$ cat config.mk
export PLATFORM = sky130hd
export DESIGN_NAME = pbm_div
export DESIGN_NICKNAME = d
export VERILOG_FILES = /design/src/pbm_pkg.sv /design/src/pbm_div.sv
export SDC_FILE = /design/constraint.sdc
export NUM_CORES = 1
export LEC_CHECK = 0
export BUFFER_PORTS_ARGS = -buffer_cell sky130_fd_sc_hd__buf_4
export CELL_PAD_IN_SITES_DETAIL_PLACEMENT = 1
export CELL_PAD_IN_SITES_GLOBAL_PLACEMENT = 2
export CORE_AREA = 2 2 159 161
export DETAILED_ROUTE_END_ITERATION = 10
export DIE_AREA = 0 0 161 163
export PLACE_DENSITY = 0.85
export SLEW_MARGIN = 20
export SYNTH_ARGS = -nofsm -noshare
export SYNTH_HDL_FRONTEND = slang
export SYNTH_SLANG_ARGS = --single-unit
$ cat constraint.sdc
create_clock -name clk -period 6.12 [get_ports clk]
set_input_delay 1.224 -clock clk [delete_from_list [all_inputs] [get_ports clk]]
set_output_delay 1.224 -clock clk [all_outputs]
set_load 0.05 [all_outputs]
$ cat src/pbm_pkg.sv
`timescale 1ns / 1ps
// ---------------------------------------------------------------------------
// Piecewise bin mapper package
// Widths, codes, item types and control structs shared by the mapper files.
// ---------------------------------------------------------------------------
package pbm_pkg;

	// Table geometry.
	localparam int TABLE_DEPTH = 16;
	localparam int IDX_W       = $clog2(TABLE_DEPTH);
	localparam int CNT_W       = $clog2(TABLE_DEPTH + 1);

	// Field and datapath widths.
	localparam int DATA_W      = 32;
	localparam int ENTRY_IDX_W = 4;
	localparam int REGION_W    = 2;
	localparam int ENTRIES_W   = 5;
	localparam int FLAGS_W     = 3;
	localparam int PROD_W      = 2 * DATA_W;
	localparam int BASE_W      = PROD_W + 2;

	// Divider: two quotient bits per step.
	localparam int DIV_BITS    = 2;
	localparam int DIV_STEPS   = PROD_W / DIV_BITS;
	localparam int DIV_CNT_W   = $clog2(DIV_STEPS);

	// Configuration port.
	localparam int ADDR_W      = 4;
	localparam int REG_IDX_W   = 2;
	localparam logic [REG_IDX_W-1:0] REG_ENTRIES = 2'd0;
	localparam logic [REG_IDX_W-1:0] REG_OPTIONS = 2'd1;
	localparam logic [REG_IDX_W-1:0] REG_BELOW   = 2'd2;
	localparam logic [REG_IDX_W-1:0] REG_ABOVE   = 2'd3;

	// Option flag bit positions.
	localparam int FLAG_CLAMP_BELOW = 0;
	localparam int FLAG_CLAMP_ABOVE = 1;
	localparam int FLAG_INTERP      = 2;

	// Item operation codes.
	localparam logic OP_LOAD = 1'b0;
	localparam logic OP_MAP  = 1'b1;

	// Result region codes.
	localparam logic [REGION_W-1:0] REGION_BELOW   = 2'd0;
	localparam logic [REGION_W-1:0] REGION_INSIDE  = 2'd1;
	localparam logic [REGION_W-1:0] REGION_AT_LAST = 2'd2;
	localparam logic [REGION_W-1:0] REGION_ABOVE   = 2'd3;

	// Input item.
	typedef struct packed {
		logic                     opcode;
		logic [ENTRY_IDX_W-1:0]   entry_index;
		logic signed [DATA_W-1:0] entry_key;
		logic signed [DATA_W-1:0] entry_target;
		logic signed [DATA_W-1:0] sample;
	} pbm_in_t;

	// Result item.
	typedef struct packed {
		logic signed [DATA_W-1:0] mapped_value;
		logic [REGION_W-1:0]      region;
		logic [ENTRY_IDX_W-1:0]   bin_lower_index;
	} pbm_out_t;

	// Control into one table cell.
	typedef struct packed {
		logic load;
		logic shift;
	} pbm_cell_ctl_t;

	// Compare flags out of one table cell.
	typedef struct packed {
		logic ge;
		logic gt;
	} pbm_cell_cmp_t;

	// Divider status.
	typedef struct packed {
		logic done;
		logic rem_nz;
	} pbm_div_stat_t;

	// Sequencer states.
	typedef enum logic [3:0] {
		ST_IDLE,
		ST_CMP,
		ST_SEARCH,
		ST_FETCH,
		ST_PICK,
		ST_PREP,
		ST_MUL,
		ST_DLD,
		ST_DIV,
		ST_ADD,
		ST_ADJ,
		ST_SAT,
		ST_DONE
	} pbm_state_t;

endpackage

$ cat src/pbm_div.sv
`timescale 1ns / 1ps
// ---------------------------------------------------------------------------
// Piecewise bin mapper divider
// Restoring unsigned division of the interpolation product by the bin
// width, two quotient bits per cycle.
// ---------------------------------------------------------------------------
module pbm_div (
	input  logic                        clk,
	input  logic                        arst_n,
	input  logic                        start,
	input  logic [pbm_pkg::PROD_W-1:0]  dividend,
	input  logic [pbm_pkg::DATA_W-1:0]  divisor,
	output logic [pbm_pkg::PROD_W-1:0]  quotient,
	output pbm_pkg::pbm_div_stat_t      stat
);

	logic                          busy_q;
	logic [pbm_pkg::DIV_CNT_W-1:0] cnt_q;
	logic [pbm_pkg::DATA_W-1:0]    rem_q;
	logic [pbm_pkg::PROD_W-1:0]    quo_q;

	logic [pbm_pkg::DATA_W:0]      div_ext;
	logic [pbm_pkg::DATA_W:0]      r1;
	logic [pbm_pkg::DATA_W:0]      r1s;
	logic [pbm_pkg::DATA_W:0]      r2;
	logic [pbm_pkg::DATA_W:0]      r2s;
	logic                          b1;
	logic                          b2;

	// Two restoring steps; the partial remainder always stays below the divisor.
	always_comb begin
		div_ext = {1'b0, divisor};
		r1      = {rem_q, quo_q[pbm_pkg::PROD_W-1]};
		b1      = (r1 >= div_ext);
		r1s     = b1 ? (r1 - div_ext) : r1;
		r2      = {r1s[pbm_pkg::DATA_W-1:0], quo_q[pbm_pkg::PROD_W-2]};
		b2      = (r2 >= div_ext);
		r2s     = b2 ? (r2 - div_ext) : r2;
	end

	// Step control.
	always_ff @(posedge clk or negedge arst_n) begin
		if (!arst_n) begin
			busy_q <= 1'b0;
			cnt_q  <= '0;
		end else if (start) begin
			busy_q <= 1'b1;
			cnt_q  <= '0;
		end else if (busy_q) begin
			cnt_q <= cnt_q + pbm_pkg::DIV_CNT_W'(1);
			if (cnt_q == pbm_pkg::DIV_CNT_W'(pbm_pkg::DIV_STEPS - 1)) begin
				busy_q <= 1'b0;
			end
		end
	end

	// Remainder and quotient; the dividend shifts out as quotient bits shift in.
	always_ff @(posedge clk) begin
		if (start) begin
			rem_q <= '0;
			quo_q <= dividend;
		end else if (busy_q) begin
			rem_q <= r2s[pbm_pkg::DATA_W-1:0];
			quo_q <= {quo_q[pbm_pkg::PROD_W-3:0], b1, b2};
		end
	end

	assign quotient    = quo_q;
	assign stat.done   = busy_q && (cnt_q == pbm_pkg::DIV_CNT_W'(pbm_pkg::DIV_STEPS - 1));
	assign stat.rem_nz = (rem_q != '0);

endmodule

**Yosys cells after proc, flatten, opt, wreduce, memory -nomap -nowiden**

Cells that the tools add are included.

- Add/sub/neg operators: 3
- Magnitude comparators: 2
- Eq/ne operators: 1
- Muxes and demuxes: 9
- Reduce and logical (&&, ||, !) cells: 3

Operators with widths:

| operator | number |
|---|---|
| 2-to-1 mux 64 bit | 2 |
| greater-or-equal comparator 33 x 32 -> 1 bit | 2 |
| 2-to-1 mux 32 bit | 2 |
| subtractor 32 bit | 2 |
| nonzero test 32 bit | 1 |
| 2-to-1 mux 5 bit | 2 |
| adder 5 x 1 -> 5 bit (second input constant) | 1 |
| == test 5 bit (second input constant) | 1 |
| 2-to-1 mux 1 bit | 3 |
| nonzero test 2 bit | 1 |
| logical AND 1 bit | 1 |

- Flip-flop bits (word level): 102
- Input port bits: 99
- Output and inout port bits: 66
- Word-level logic and storage cells: 22

**Longest topological paths before layout**

- Depth in word-level cells: 5
- Gate-level depth with buffers: 24
- Gate-level depth less buffers: 22

**Worst setup path after synthesis**

No wires, ideal clock.

- Path type: input -> register
- Start point: in divisor[26] in the netlist's numbering
- End point: reg rem_q[24] in the netlist's numbering
- Setup time: 0.122 ns
- Arrival time: 5.893 ns
- Required time: 5.998 ns
- Slack: 0.105 ns
- Cell stages on the path: 22
- Path buffers: 3
- Cell sequence: inv_1 ha_1 a21o_1 a21o_1 a2111oi_4 o21bai_1 o311ai_4 nand2_4 buf_2 mux2_2 ha_1 a21oi_1 o21ai_0 a22o_1 a31o_2 a2111o_1 nand3_1 and4_1 buf_6 buf_4 nor3_1 a311o_1

- Longest elaborated chain between the ends: 4
- Elaborated cells on any way between the ends: 6
- Classes of those cells: add/sub (2); order compare (2); mux (2)

RTL lines:

| item | RTL line | source |
|---|---|---|
| start: declaration | pbm_div.sv:12 | `input logic [pbm_pkg::DATA_W-1:0] divisor,` |
| greater-or-equal comparator 33 x 32 -> 1 bit or subtractor 32 bit (tied branches) | pbm_div.sv:34, pbm_div.sv:35 |  |
| 2-to-1 mux 32 bit | pbm_div.sv:35 | `r1s = b1 ? (r1 - div_ext) : r1;` |
| subtractor 32 bit or greater-or-equal comparator 33 x 32 -> 1 bit (tied branches) | pbm_div.sv:38, pbm_div.sv:37 |  |
| 2-to-1 mux 32 bit (*) | pbm_div.sv:38 | `r2s = b2 ? (r2 - div_ext) : r2;` |
| end signal: assignment | pbm_div.sv:63 | `rem_q <= r2s[pbm_pkg::DATA_W-1:0];` |
| end: declaration | pbm_div.sv:19 | `logic [pbm_pkg::DATA_W-1:0] rem_q;` |

Every way passes the cells marked *; elsewhere a longest branch is shown, timed or not.
A chain may end at the register's enable or synchronous reset.

**Worst setup path after layout**

- Start point: in divisor[12] in the netlist's numbering
- End point: reg rem_q[1] in the netlist's numbering

Same word-level chain as after synthesis.

==> qor.yml <==
route.antenna.remaining_nets: 0
ioPinCount: 165
clk_pin_slew_worst_paths_ns: 0.09
critPathLaunchType: "input pin"
finalSetupTns_ns: 0
synth-edff-count: 64
numPortBuffers: 164
synthesis.instances: 919
rr_endpoint: "rem_q[1]"
cts_buffers: 9
max_freq_mhz: 169
pre_cts_ws_ns: -0.437
period_share: 0.967
setup_ws_ns: 0.200
ff2ff_setup_slack_ns: 0.74
worst_ep_required_time_ns: 6.37
nFillCells: 2946
route.detailed.drc: 0
yosysWarnings: 0
maxCapViolations: 0
clk_latency_ns: 0.37
ir_drop_mv: 0.209
synth_top_cells_by_area: "edfxtp_1 23%, mux2_2 11%, ha_1 9.7%"
synthesis.nets: 1086
r2r_start: "quotient[63]"
antenna_found_initial: 0
fp-row-count: 58
setup.worst_path.end: "rem_q[1]"
post-place-cells: 1583
vias_per_cell: 5.35
num_vias: 8573
min_period_ns: 5.92
grt_pass1_wl_um: 48900
die_w_um: 161
synth_area_leader_cell: "edfxtp_1"
worstSetupPathType: "input pin to flip-flop"
die_h_um: 163
h-tree-depth: 3
grt_pass1_vias: 9136
syn-cell-area_um2: 8470
drt_pass1_iterations: 4
cts_root_buffer: "clkbuf_16"
layout_commonest_cell: "buf_4"
ys_seq_area_frac: 0.320
tightest_slew_ns: 0.738
rr_worst_depth: 23
fin_worst_skew_ns: 0.0125
final_nets: 1435
most-common-layout-cells: "379 x buf_4, 84 x mux2_2, 80 x nand2_1"
fin_util: 0.485
drive_above_1_share: 0.405
post_layout_nonfiller_instances: 1603
cp_data_arrival_time_ns: 6.17
gp_congestion: 0.873
routed_wl_um: 31100
synth_cell_types: 72
async_flop_share: 0.0588
synth_top_area_frac: 0.227
avgSynthCellArea_um2: 9.22
crit_path_start: "divisor[12]"
start_util: 0.343
synth_seq_cells: 102
path_max_fanout: 9
hold_viol_final: 0
drt-initial-drc-count: 331
area_growth_pct: 41.1
clock_path_buffers: 2
power_leakage_nw: 5.64
relSlewSlack: 0.508
grtUsageTotal: 0.236
total_power_mw: 6.18
cts_tree: "built"
grt_max_degree: 58
antenna_cells: 0
wl_per_cell_um: 19.4
synth-main-ff-cell: "edfxtp_1"
dieArea_um2: 26200
core_area_um2: 24700
worst_hold_path_type: "flip-flop to flip-flop"
run_status: "finished clean"
powerDensity_nw_per_um2: 517
grt_overflow: 0
setup_violations: 0
finalMaxSlewViolations: 0
cp-end-kind: "flip-flop"
cts_sinks: 102
place_hpwl_um: 25200
## Yosys cell counts (27+ instances only)
master,count
a21oi_1,58
o21ai_0,27
ha_1,66
nand3_1,28
edfxtp_1,64
mux2_2,84
clkbuf_1,30
dfxtp_1,32
nand2_1,80
xnor2_1,40
a21o_1,32
nor2_1,69
inv_1,46
## worst max-delay path, cell delays in order
cell,delay (ns)
buf_4,0.11
inv_1,0.09
ha_1,0.27
buf_4,0.17
a21oi_1,0.20
nor2_1,0.10
buf_4,0.14
nor3b_1,0.33
a21oi_1,0.08
buf_4,0.16
a41oi_1,0.25
xnor2_1,0.11
mux2_2,0.31
ha_1,0.34
a21oi_2,0.22
o21ai_0,0.17
a221o_1,0.33
a21o_1,0.21
a2111o_1,0.41
nand3_1,0.14
nand4_1,0.12
buf_4,0.21
and3_1,0.17
a311o_1,0.31
## sequential cells by signal, summed over array words and instances (netlist names)
name,flops
cnt_q,5
quotient,64
rem_q,32
busy_q,1
## power by group
part	switching (mW)	internal, mW	leakage [nW]	total, mW
Sequential	0.143	0.884	1.02	1.03
Combinational	2.33	2.23	4.47	4.56
Clock	0.312	0.288	0.146	0.599
## what timing repair did
item / in CTS / in global routing
pin swaps: 0 / 7
setup endpoints to repair: 13 / 32
setup buffers: 0 / 4
hold buffers: 0 / 0
gates resized for setup: 3 / 14
## area by class of cell
type	instances	area, um2	area share
clock buffers	9	225	0.0188
repair buffers	382	2910	0.243
clock inverters	7	61.3	0.00513
well taps	330	413	0.0345
multi-input cells	726	5460	0.457
flip-flops and latches	102	2710	0.227
inverters	47	176	0.0148
## per-layer routing
layer	vias to the layer above	GRT usage	routed length, um	part of all wire
li1	4144	-	-	-
met1	4159	0.284	13200	0.42
met2	231	0.426	15600	0.50
met3	39	0.0545	1800	0.058
met4	0	0.0584	592	0.019
met5	-	0	0	0
## worst min-delay path by stage
stage | startpoint | end | slack [ns] | cells past startpoint
floorplan | rem_q[23] | rem_q[23] | 0.48 | 2
global placement | cnt_q[4] | cnt_q[4] | 0.51 | 2
detailed placement | rem_q[12] | rem_q[12] | 0.52 | 2
CTS | rem_q[12] | rem_q[12] | 0.53 | 2
global route | rem_q[12] | rem_q[12] | 0.54 | 2
finish | rem_q[28] | rem_q[28] | 0.53 | 2
## cell families (layout without fill, tap and decap cells)
group	count (synthesis)	count (layout)	share of synthesized area
AO/OA/AOI/OAI	230	230	0.196
XOR/XNOR	54	54	0.0558
adder cells (fa/ha/maj)	68	68	0.102
buffers and inverters	91	445	0.0444
flip-flops	102	102	0.320
multiplexers	88	88	0.116
AND/OR/NAND/NOR	286	286	0.165
## metrics by stage
stage	instance area (um2)	hold slack, ns
2_1_floorplan	8470	0.480
3_3_place_gp	11600	0.510
3_5_place_dp	11600	0.515
4_1_cts	11900	0.526
5_1_grt	12000	0.544
6_report	12000	0.529
Note: power is estimated with default switching activity, not from simulation.
