$ cat src/pbm_pkg.sv
`timescale 1ns / 1ps
// ---------------------------------------------------------------------------
// Piecewise bin mapper package
// Widths, codes, item types and control structs shared by the mapper files.
// ---------------------------------------------------------------------------
package pbm_pkg;

	// Table geometry.
	localparam int TABLE_DEPTH = 16;
	localparam int IDX_W       = $clog2(TABLE_DEPTH);
	localparam int CNT_W       = $clog2(TABLE_DEPTH + 1);

	// Field and datapath widths.
	localparam int DATA_W      = 32;
	localparam int ENTRY_IDX_W = 4;
	localparam int REGION_W    = 2;
	localparam int ENTRIES_W   = 5;
	localparam int FLAGS_W     = 3;
	localparam int PROD_W      = 2 * DATA_W;
	localparam int BASE_W      = PROD_W + 2;

	// Divider: two quotient bits per step.
	localparam int DIV_BITS    = 2;
	localparam int DIV_STEPS   = PROD_W / DIV_BITS;
	localparam int DIV_CNT_W   = $clog2(DIV_STEPS);

	// Configuration port.
	localparam int ADDR_W      = 4;
	localparam int REG_IDX_W   = 2;
	localparam logic [REG_IDX_W-1:0] REG_ENTRIES = 2'd0;
	localparam logic [REG_IDX_W-1:0] REG_OPTIONS = 2'd1;
	localparam logic [REG_IDX_W-1:0] REG_BELOW   = 2'd2;
	localparam logic [REG_IDX_W-1:0] REG_ABOVE   = 2'd3;

	// Option flag bit positions.
	localparam int FLAG_CLAMP_BELOW = 0;
	localparam int FLAG_CLAMP_ABOVE = 1;
	localparam int FLAG_INTERP      = 2;

	// Item operation codes.
	localparam logic OP_LOAD = 1'b0;
	localparam logic OP_MAP  = 1'b1;

	// Result region codes.
	localparam logic [REGION_W-1:0] REGION_BELOW   = 2'd0;
	localparam logic [REGION_W-1:0] REGION_INSIDE  = 2'd1;
	localparam logic [REGION_W-1:0] REGION_AT_LAST = 2'd2;
	localparam logic [REGION_W-1:0] REGION_ABOVE   = 2'd3;

	// Input item.
	typedef struct packed {
		logic                     opcode;
		logic [ENTRY_IDX_W-1:0]   entry_index;
		logic signed [DATA_W-1:0] entry_key;
		logic signed [DATA_W-1:0] entry_target;
		logic signed [DATA_W-1:0] sample;
	} pbm_in_t;

	// Result item.
	typedef struct packed {
		logic signed [DATA_W-1:0] mapped_value;
		logic [REGION_W-1:0]      region;
		logic [ENTRY_IDX_W-1:0]   bin_lower_index;
	} pbm_out_t;

	// Control into one table cell.
	typedef struct packed {
		logic load;
		logic shift;
	} pbm_cell_ctl_t;

	// Compare flags out of one table cell.
	typedef struct packed {
		logic ge;
		logic gt;
	} pbm_cell_cmp_t;

	// Divider status.
	typedef struct packed {
		logic done;
		logic rem_nz;
	} pbm_div_stat_t;

	// Sequencer states.
	typedef enum logic [3:0] {
		ST_IDLE,
		ST_CMP,
		ST_SEARCH,
		ST_FETCH,
		ST_PICK,
		ST_PREP,
		ST_MUL,
		ST_DLD,
		ST_DIV,
		ST_ADD,
		ST_ADJ,
		ST_SAT,
		ST_DONE
	} pbm_state_t;

endpackage

$ cat src/pbm_cell.sv
`timescale 1ns / 1ps
// ---------------------------------------------------------------------------
// Piecewise bin mapper table cell
// Holds one breakpoint entry, compares it with the broadcast sample and
// passes its entry to the neighbouring cell while the ring rotates.
// ---------------------------------------------------------------------------
module pbm_cell (
	input  logic                              clk,
	input  pbm_pkg::pbm_cell_ctl_t            ctl,
	input  logic signed [pbm_pkg::DATA_W-1:0] load_key,
	input  logic signed [pbm_pkg::DATA_W-1:0] load_target,
	input  logic signed [pbm_pkg::DATA_W-1:0] next_key,
	input  logic signed [pbm_pkg::DATA_W-1:0] next_target,
	input  logic signed [pbm_pkg::DATA_W-1:0] sample,
	output logic signed [pbm_pkg::DATA_W-1:0] key,
	output logic signed [pbm_pkg::DATA_W-1:0] target,
	output pbm_pkg::pbm_cell_cmp_t            cmp
);

	logic signed [pbm_pkg::DATA_W-1:0] key_q;
	logic signed [pbm_pkg::DATA_W-1:0] target_q;

	// Entry storage: written by a load item, or taken from the neighbour.
	always_ff @(posedge clk) begin
		if (ctl.load) begin
			key_q    <= load_key;
			target_q <= load_target;
		end else if (ctl.shift) begin
			key_q    <= next_key;
			target_q <= next_target;
		end
	end

	// Signed comparison of the sample against the held key.
	always_comb begin
		cmp.ge = (sample >= key_q);
		cmp.gt = (sample > key_q);
	end

	assign key    = key_q;
	assign target = target_q;

endmodule

$ cat config.mk
export PLATFORM = sky130hd
export DESIGN_NAME = pbm_cell
export DESIGN_NICKNAME = d
export VERILOG_FILES = /design/src/pbm_pkg.sv /design/src/pbm_cell.sv
export SDC_FILE = /design/constraint.sdc
export NUM_CORES = 1
export LEC_CHECK = 0
export ABC_AREA = 1
export BUFFER_PORTS_ARGS = -buffer_cell sky130_fd_sc_hd__clkbuf_2
export CORE_MARGIN = 2
export CORE_UTILIZATION = 40
export CTS_CLUSTER_SIZE = 28
export DETAILED_ROUTE_END_ITERATION = 10
export HOLD_SLACK_MARGIN = 0.05
export PLACE_DENSITY = 0.76
export SLEW_MARGIN = 25
export SYNTH_ARGS = -nofsm -noshare
export SYNTH_HDL_FRONTEND = slang
export SYNTH_SLANG_ARGS = --single-unit
export TNS_END_PERCENT = 1
$ cat constraint.sdc
create_clock -name clk -period 1.7 [get_ports clk]
set_input_delay 0.085 -clock clk [delete_from_list [all_inputs] [get_ports clk]]
set_output_delay 0.085 -clock clk [all_outputs]
set_load 0.02 [all_outputs]
=== After elaboration in Yosys (flattened, before gate mapping) ===
Cells that the tools add are included.

* Register bits after elaboration: 64
* Bits of input ports: 163
* Output and inout port bits: 66
* Logic and storage cells: 9

* Magnitude comparators: 2
* Multiplexer cells: 4
* Reduce and logical (&&, ||, !) cells: 1

{| class="wikitable"
|+ Operators by type and width
! operator !! count
|-
| 32-bit 2-to-1 mux || 4
|-
| 32-bit >= comparator || 1
|-
| 32-bit greater-than comparator || 1
|-
| 2-bit nonzero test || 1
|}

=== Depth between registers and ports, before layout ===
* Word-level depth: 2
* Gate-level depth with buffers: 16
* Mapped depth without buffers: 16

=== Least setup slack after synthesis ===
OpenSTA, ideal clock, no wires.

* Path type: register -> output
* Start point: register key_q, in the netlist key[31]
* End point: output cmp[0] (netlist name)
* Arrival: 1.632 ns
* Required time: 1.615 ns
* Path slack: -0.017 ns
* Stages on the path, launching flop included: 13
* Buffers on the path: 0
* Path through: edfxtp_1 -> inv_1 -> ha_1 -> nand2_1 -> inv_1 -> nor2_1 -> o21a_1 -> nand2_1 -> a21oi_2 -> nand2_1 -> nand2_1 -> nand2_2 -> nor2_2

{| class="wikitable"
|+ RTL lines
! element !! line !! source
|-
| start: declaration || pbm_cell.sv:20 || <nowiki>logic signed [pbm_pkg::DATA_W-1:0] key_q;</nowiki>
|-
| start signal: assignment || pbm_cell.sv:26 || <nowiki>key_q <= load_key;</nowiki>
|-
| start signal: assignment || pbm_cell.sv:29 || <nowiki>key_q <= next_key;</nowiki>
|-
| end: declaration || pbm_cell.sv:17 || <nowiki>output pbm_pkg::pbm_cell_cmp_t cmp</nowiki>
|}

==> impl_results.html <==
<table>
<tr><th>Metric</th><th>Value</th></tr>
<tr><th colspan="2">Yosys</th></tr>
<tr><td>Number of nets in the synthesized netlist</td><td>621</td></tr>
<tr><td>Cell taking the most area after synthesis</td><td>sky130_fd_sc_hd__edfxtp_1</td></tr>
<tr><td>Total number of yosys warnings</td><td>0</td></tr>
<tr><td>Synth Register Bits</td><td>64</td></tr>
<tr><td>Post-Syn Instances</td><td>426</td></tr>
<tr><td>Largest cells by area after synthesis</td><td>sky130_fd_sc_hd__edfxtp_1 (53%), sky130_fd_sc_hd__nand2_1 (24%), sky130_fd_sc_hd__ha_1 (11%)</td></tr>
<tr><td>Per-instance average area after synthesis</td><td>8.50 um2</td></tr>
<tr><td>Proportion of netlist area held by the largest area contributor</td><td>53.1%</td></tr>
<tr><td>Unique cell type count in the Yosys netlist</td><td>18</td></tr>
<tr><td>Post-synth design cell area</td><td>3620 um2</td></tr>
<tr><td>Portion of the post-synthesis area used by sequential elements</td><td>53.1%</td></tr>
<tr><th colspan="2">Critical path</th></tr>
<tr><td>Required time of the critical path</td><td>1.62 ns</td></tr>
<tr><td>Worst-path fanout max</td><td>2</td></tr>
<tr><td>Crit end category</td><td>output port</td></tr>
<tr><td>Nature of the critical path startpoint</td><td>register</td></tr>
<tr><td>Type of the worst setup path</td><td>reg -&gt; out</td></tr>
<tr><td>CP arrival</td><td>2.11 ns</td></tr>
<tr><th colspan="2">Clock tree</th></tr>
<tr><td>Clock tree buffer depth</td><td>2</td></tr>
<tr><td>CTS Buf Count</td><td>9</td></tr>
<tr><td>Clock transition at the registers of the reported paths</td><td>0.08 ns</td></tr>
<tr><td>CTS Root Buffer Type</td><td>sky130_fd_sc_hd__clkbuf_8</td></tr>
<tr><td>Htree depth</td><td>3</td></tr>
<tr><td>TritonCTS clock tree</td><td>built</td></tr>
<tr><td>Clock sink total</td><td>64</td></tr>
<tr><th colspan="2">STA</th></tr>
<tr><td>Final hold slack</td><td>0.0776 ns</td></tr>
<tr><td>Final-report hold violation count</td><td>0</td></tr>
<tr><td>Fmax</td><td>0.456 GHz</td></tr>
<tr><td>Final setup violation count</td><td>2</td></tr>
<tr><td>Worst setup slack after layout</td><td>-0.494 ns</td></tr>
<tr><td>Clock period minus worst slack</td><td>2.19 ns</td></tr>
<tr><td>Post-route fraction of the period consumed by the critical path</td><td>129%</td></tr>
<tr><td>Max-slew violation count</td><td>0</td></tr>
<tr><td>Slew at the pin closest to its max-slew limit</td><td>0.640 ns</td></tr>
<tr><td>Relative slew margins</td><td>57.4%</td></tr>
<tr><td>RSZ-0062 raised after global routing</td><td>yes</td></tr>
<tr><th colspan="2">Detailed routing</th></tr>
<tr><td>Final antenna-violating net count</td><td>0</td></tr>
<tr><td>Wirelength, routed</td><td>12,900 um</td></tr>
<tr><td>Post-route DRC violation count</td><td>0</td></tr>
<tr><td>Count of vias placed by the detailed router</td><td>4,295</td></tr>
<tr><td>Average routed wire per standard cell</td><td>14.3 um</td></tr>
<tr><td>First-pass detailed-route iteration total</td><td>5</td></tr>
<tr><td>Starting DRT DRC Count</td><td>121</td></tr>
<tr><td>Per-cell via count in the routed design</td><td>4.77</td></tr>
<tr><th colspan="2">Min path</th></tr>
<tr><td>Worst hold path startpoint</td><td>next_key[31]</td></tr>
<tr><td>Sink of the worst hold path</td><td>key[31]</td></tr>
<tr><td>Hold/Removal Path Class</td><td>in -&gt; reg</td></tr>
<tr><td>Number of cells on the worst hold path</td><td>3</td></tr>
<tr><th colspan="2">Global route</th></tr>
<tr><td>Wire length of the first global-routing pass</td><td>19,600 um</td></tr>
<tr><td>Antenna violations before repair</td><td>0</td></tr>
<tr><td>Global routing usage on met2</td><td>48.1%</td></tr>
<tr><td>Vias in the first global route</td><td>4,373</td></tr>
<tr><td>Global-route usage over all layers</td><td>25.5%</td></tr>
<tr><td>Met3 layer usage reported by global route</td><td>5.62%</td></tr>
<tr><td>Largest net degree at the start of global routing</td><td>65</td></tr>
<tr><td>Busiest grt layer</td><td>met2</td></tr>
<tr><td>Global routing usage on met1</td><td>25.7%</td></tr>
<tr><td>GRT overflow</td><td>0</td></tr>
<tr><th colspan="2">Layout</th></tr>
<tr><td>Finished Cell Area</td><td>6600 um2</td></tr>
<tr><td>Number of diodes</td><td>0</td></tr>
<tr><td>Share of final-layout standard cells stronger than drive strength 1</td><td>37.6%</td></tr>
<tr><td>Number of nets in the finished design</td><td>983</td></tr>
<tr><td>Syn-to-layout area delta</td><td>82.1%</td></tr>
<tr><td>Total of fill cells in the finished design</td><td>577</td></tr>
<tr><th colspan="2">Power and ir drop</th></tr>
<tr><td>Worst vdd rail ir drop</td><td>495 uV</td></tr>
<tr><td>Leakage power</td><td>3.55 nW</td></tr>
<tr><td>Power Density</td><td>767 nW/um2</td></tr>
<tr><th colspan="2">Die</th></tr>
<tr><td>Top-Level Pins</td><td>229</td></tr>
<tr><td>Die height</td><td>99.2 um</td></tr>
<tr><td>Chip width</td><td>99.2 um</td></tr>
<tr><td>Placement row count</td><td>34</td></tr>
<tr><td>Core outline area</td><td>8760 um2</td></tr>
<tr><td>Area of the die</td><td>9830 um2</td></tr>
<tr><td>Starting Density</td><td>41.3%</td></tr>
<tr><th colspan="2">Place</th></tr>
<tr><td>Post-DP HPWL</td><td>7740 um</td></tr>
<tr><td>Input/output buffers</td><td>228</td></tr>
<tr><td>Cell area after placement</td><td>4910 um2</td></tr>
<tr><td>Routability congestion estimate from global placement</td><td>0.896</td></tr>
<tr><th colspan="2">Run status</th></tr>
<tr><td>Run status</td><td>complete, but fails checks</td></tr>
<tr><td>Violated checks</td><td>negative setup slack</td></tr>
<tr><th colspan="2">Job</th></tr>
<tr><td>Reported max-cap violation count</td><td>0</td></tr>
</table>
-- power breakdown --
| part | internal [mW] | switching [mW] | leakage [nW] |
|---|---|---|---|
| logic | 0.780 | 0.844 | 2.79 |
| clock network | 0.827 | 0.597 | 0.104 |
| registers | 1.94 | 0.0715 | 0.659 |
| total | 3.55 | 1.51 | 3.55 |
-- layout make-up --
cell class,count,area (um2),share of cell area [%]
timing repair buffer,364,2490,37.8
sequential,64,1920,29.1
multi-input combinational,304,1660,25.2
inverter,45,171,2.60
tap,108,135,2.05
clock buffer,11,131,1.99
clock inverter,5,81.3,1.23
-- critical path: stages, from the launching register on --
cell and delay (ns):
sky130_fd_sc_hd__edfxtp_1 0.42, sky130_fd_sc_hd__inv_2 0.08, sky130_fd_sc_hd__ha_4 0.19, sky130_fd_sc_hd__a21oi_2 0.12
sky130_fd_sc_hd__nor2_1 0.05, sky130_fd_sc_hd__nor2_1 0.19, sky130_fd_sc_hd__nand3_2 0.12, sky130_fd_sc_hd__a21oi_2 0.18
sky130_fd_sc_hd__nand2_1 0.07, sky130_fd_sc_hd__nand2_1 0.07, sky130_fd_sc_hd__nand2_2 0.08, sky130_fd_sc_hd__nor2_4 0.10
sky130_fd_sc_hd__buf_8 0.11
-- metal layers --
metal,vias up,wire length [um]
li1,2067,-
met1,1941,4400
met2,237,7030
met3,50,866
met4,0,583
met5,-,0
-- state kept, by name, indices dropped and copies added (netlist names) --
| signal | count |
|---|---|
| target | 32 |
| key | 32 |
-- Yosys cell counts, drive strengths merged --
cell type  instances
clkbuf             8
inv               45
o21ai              2
a21oi             12
or2                1
nand3              4
o21a               1
nand2            236
edfxtp            64
buf                5
nor2              14
ha                32
nor3               1
a21o               1
-- cells in the final DEF, fill, tap and decap left out --
cell	count
sky130_fd_sc_hd__clkbuf_2	226
sky130_fd_sc_hd__nand2_1	224
sky130_fd_sc_hd__dlygate4sd3_1	120
sky130_fd_sc_hd__edfxtp_1	64
sky130_fd_sc_hd__inv_1	38
sky130_fd_sc_hd__ha_1	23
sky130_fd_sc_hd__buf_4	15
sky130_fd_sc_hd__nand2_2	12
sky130_fd_sc_hd__nor2_1	10
sky130_fd_sc_hd__ha_4	9
sky130_fd_sc_hd__clkbuf_8	9
sky130_fd_sc_hd__a21oi_1	8
sky130_fd_sc_hd__inv_2	6
sky130_fd_sc_hd__a21oi_2	4
sky130_fd_sc_hd__nor2_4	3
sky130_fd_sc_hd__nand3_1	2
sky130_fd_sc_hd__nand3_2	2
sky130_fd_sc_hd__clkbuf_1	2
sky130_fd_sc_hd__bufinv_16	2
sky130_fd_sc_hd__buf_8	2
sky130_fd_sc_hd__inv_4	1
sky130_fd_sc_hd__nor3_4	1
sky130_fd_sc_hd__nor2_2	1
sky130_fd_sc_hd__a21o_1	1
sky130_fd_sc_hd__o21ai_0	1
sky130_fd_sc_hd__o21ai_1	1
sky130_fd_sc_hd__o21a_1	1
sky130_fd_sc_hd__or2_2	1
sky130_fd_sc_hd__clkinv_2	1
sky130_fd_sc_hd__clkinvlp_4	1
sky130_fd_sc_hd__clkinv_4	1
sky130_fd_sc_hd__buf_12	1
-- logic make-up after synthesis --
group	share of synthesized area, %
flip-flops	53.1
AO/OA/AOI/OAI	2.45
AND/OR/NAND/NOR	27.3
adder cells (fa/ha/maj)	11.1
buffers and inverters	6.18
-- worst max-delay path by stage --
| stage | from | end | slack [ns] | cells after the start |
|---|---|---|---|---|
| 6_report | key[21] | cmp[0] | -0.49 | 12 |
| 5_1_grt | key[21] | cmp[0] | -0.60 | 12 |
| 4_1_cts | key[31] | cmp[1] | -0.40 | 13 |
| 3_5_place_dp | key[31] | cmp[0] | -0.03 | 13 |
| 3_3_place_gp | key[11] | cmp[0] | -0.008 | 12 |
| 2_1_floorplan | key[31] | cmp[1] | 0.004 | 12 |
-- through the flow --
step / setup TNS [ns] / setup WS [ns] / util [%] / instances / power [mW]
after floorplan: 0 / 0.00438 / - / 426 / 2.71
after global placement: -0.00796 / -0.00796 / 56.1 / 756 / 3.17
after detailed placement: -0.0584 / -0.0303 / 56.1 / 756 / 3.21
after CTS: -0.787 / -0.395 / 72.7 / 893 / 4.93
after global routing: -1.20 / -0.605 / 75.3 / 901 / 5.31
final: -0.986 / -0.494 / 75.3 / 901 / 5.06
-- repair_timing --
| item | 4_1_cts | 5_1_grt |
|---|---|---|
| hold buffers | 120 | 0 |
| endpoints found under the hold margin | 61 | 0 |
| resized for setup | 7 | 35 |
| pin swaps | 2 | 16 |
| setup buffers | 1 | 8 |
| setup endpoints to repair | 2 | 61 |
Note: power is estimated with default switching activity, not from simulation.
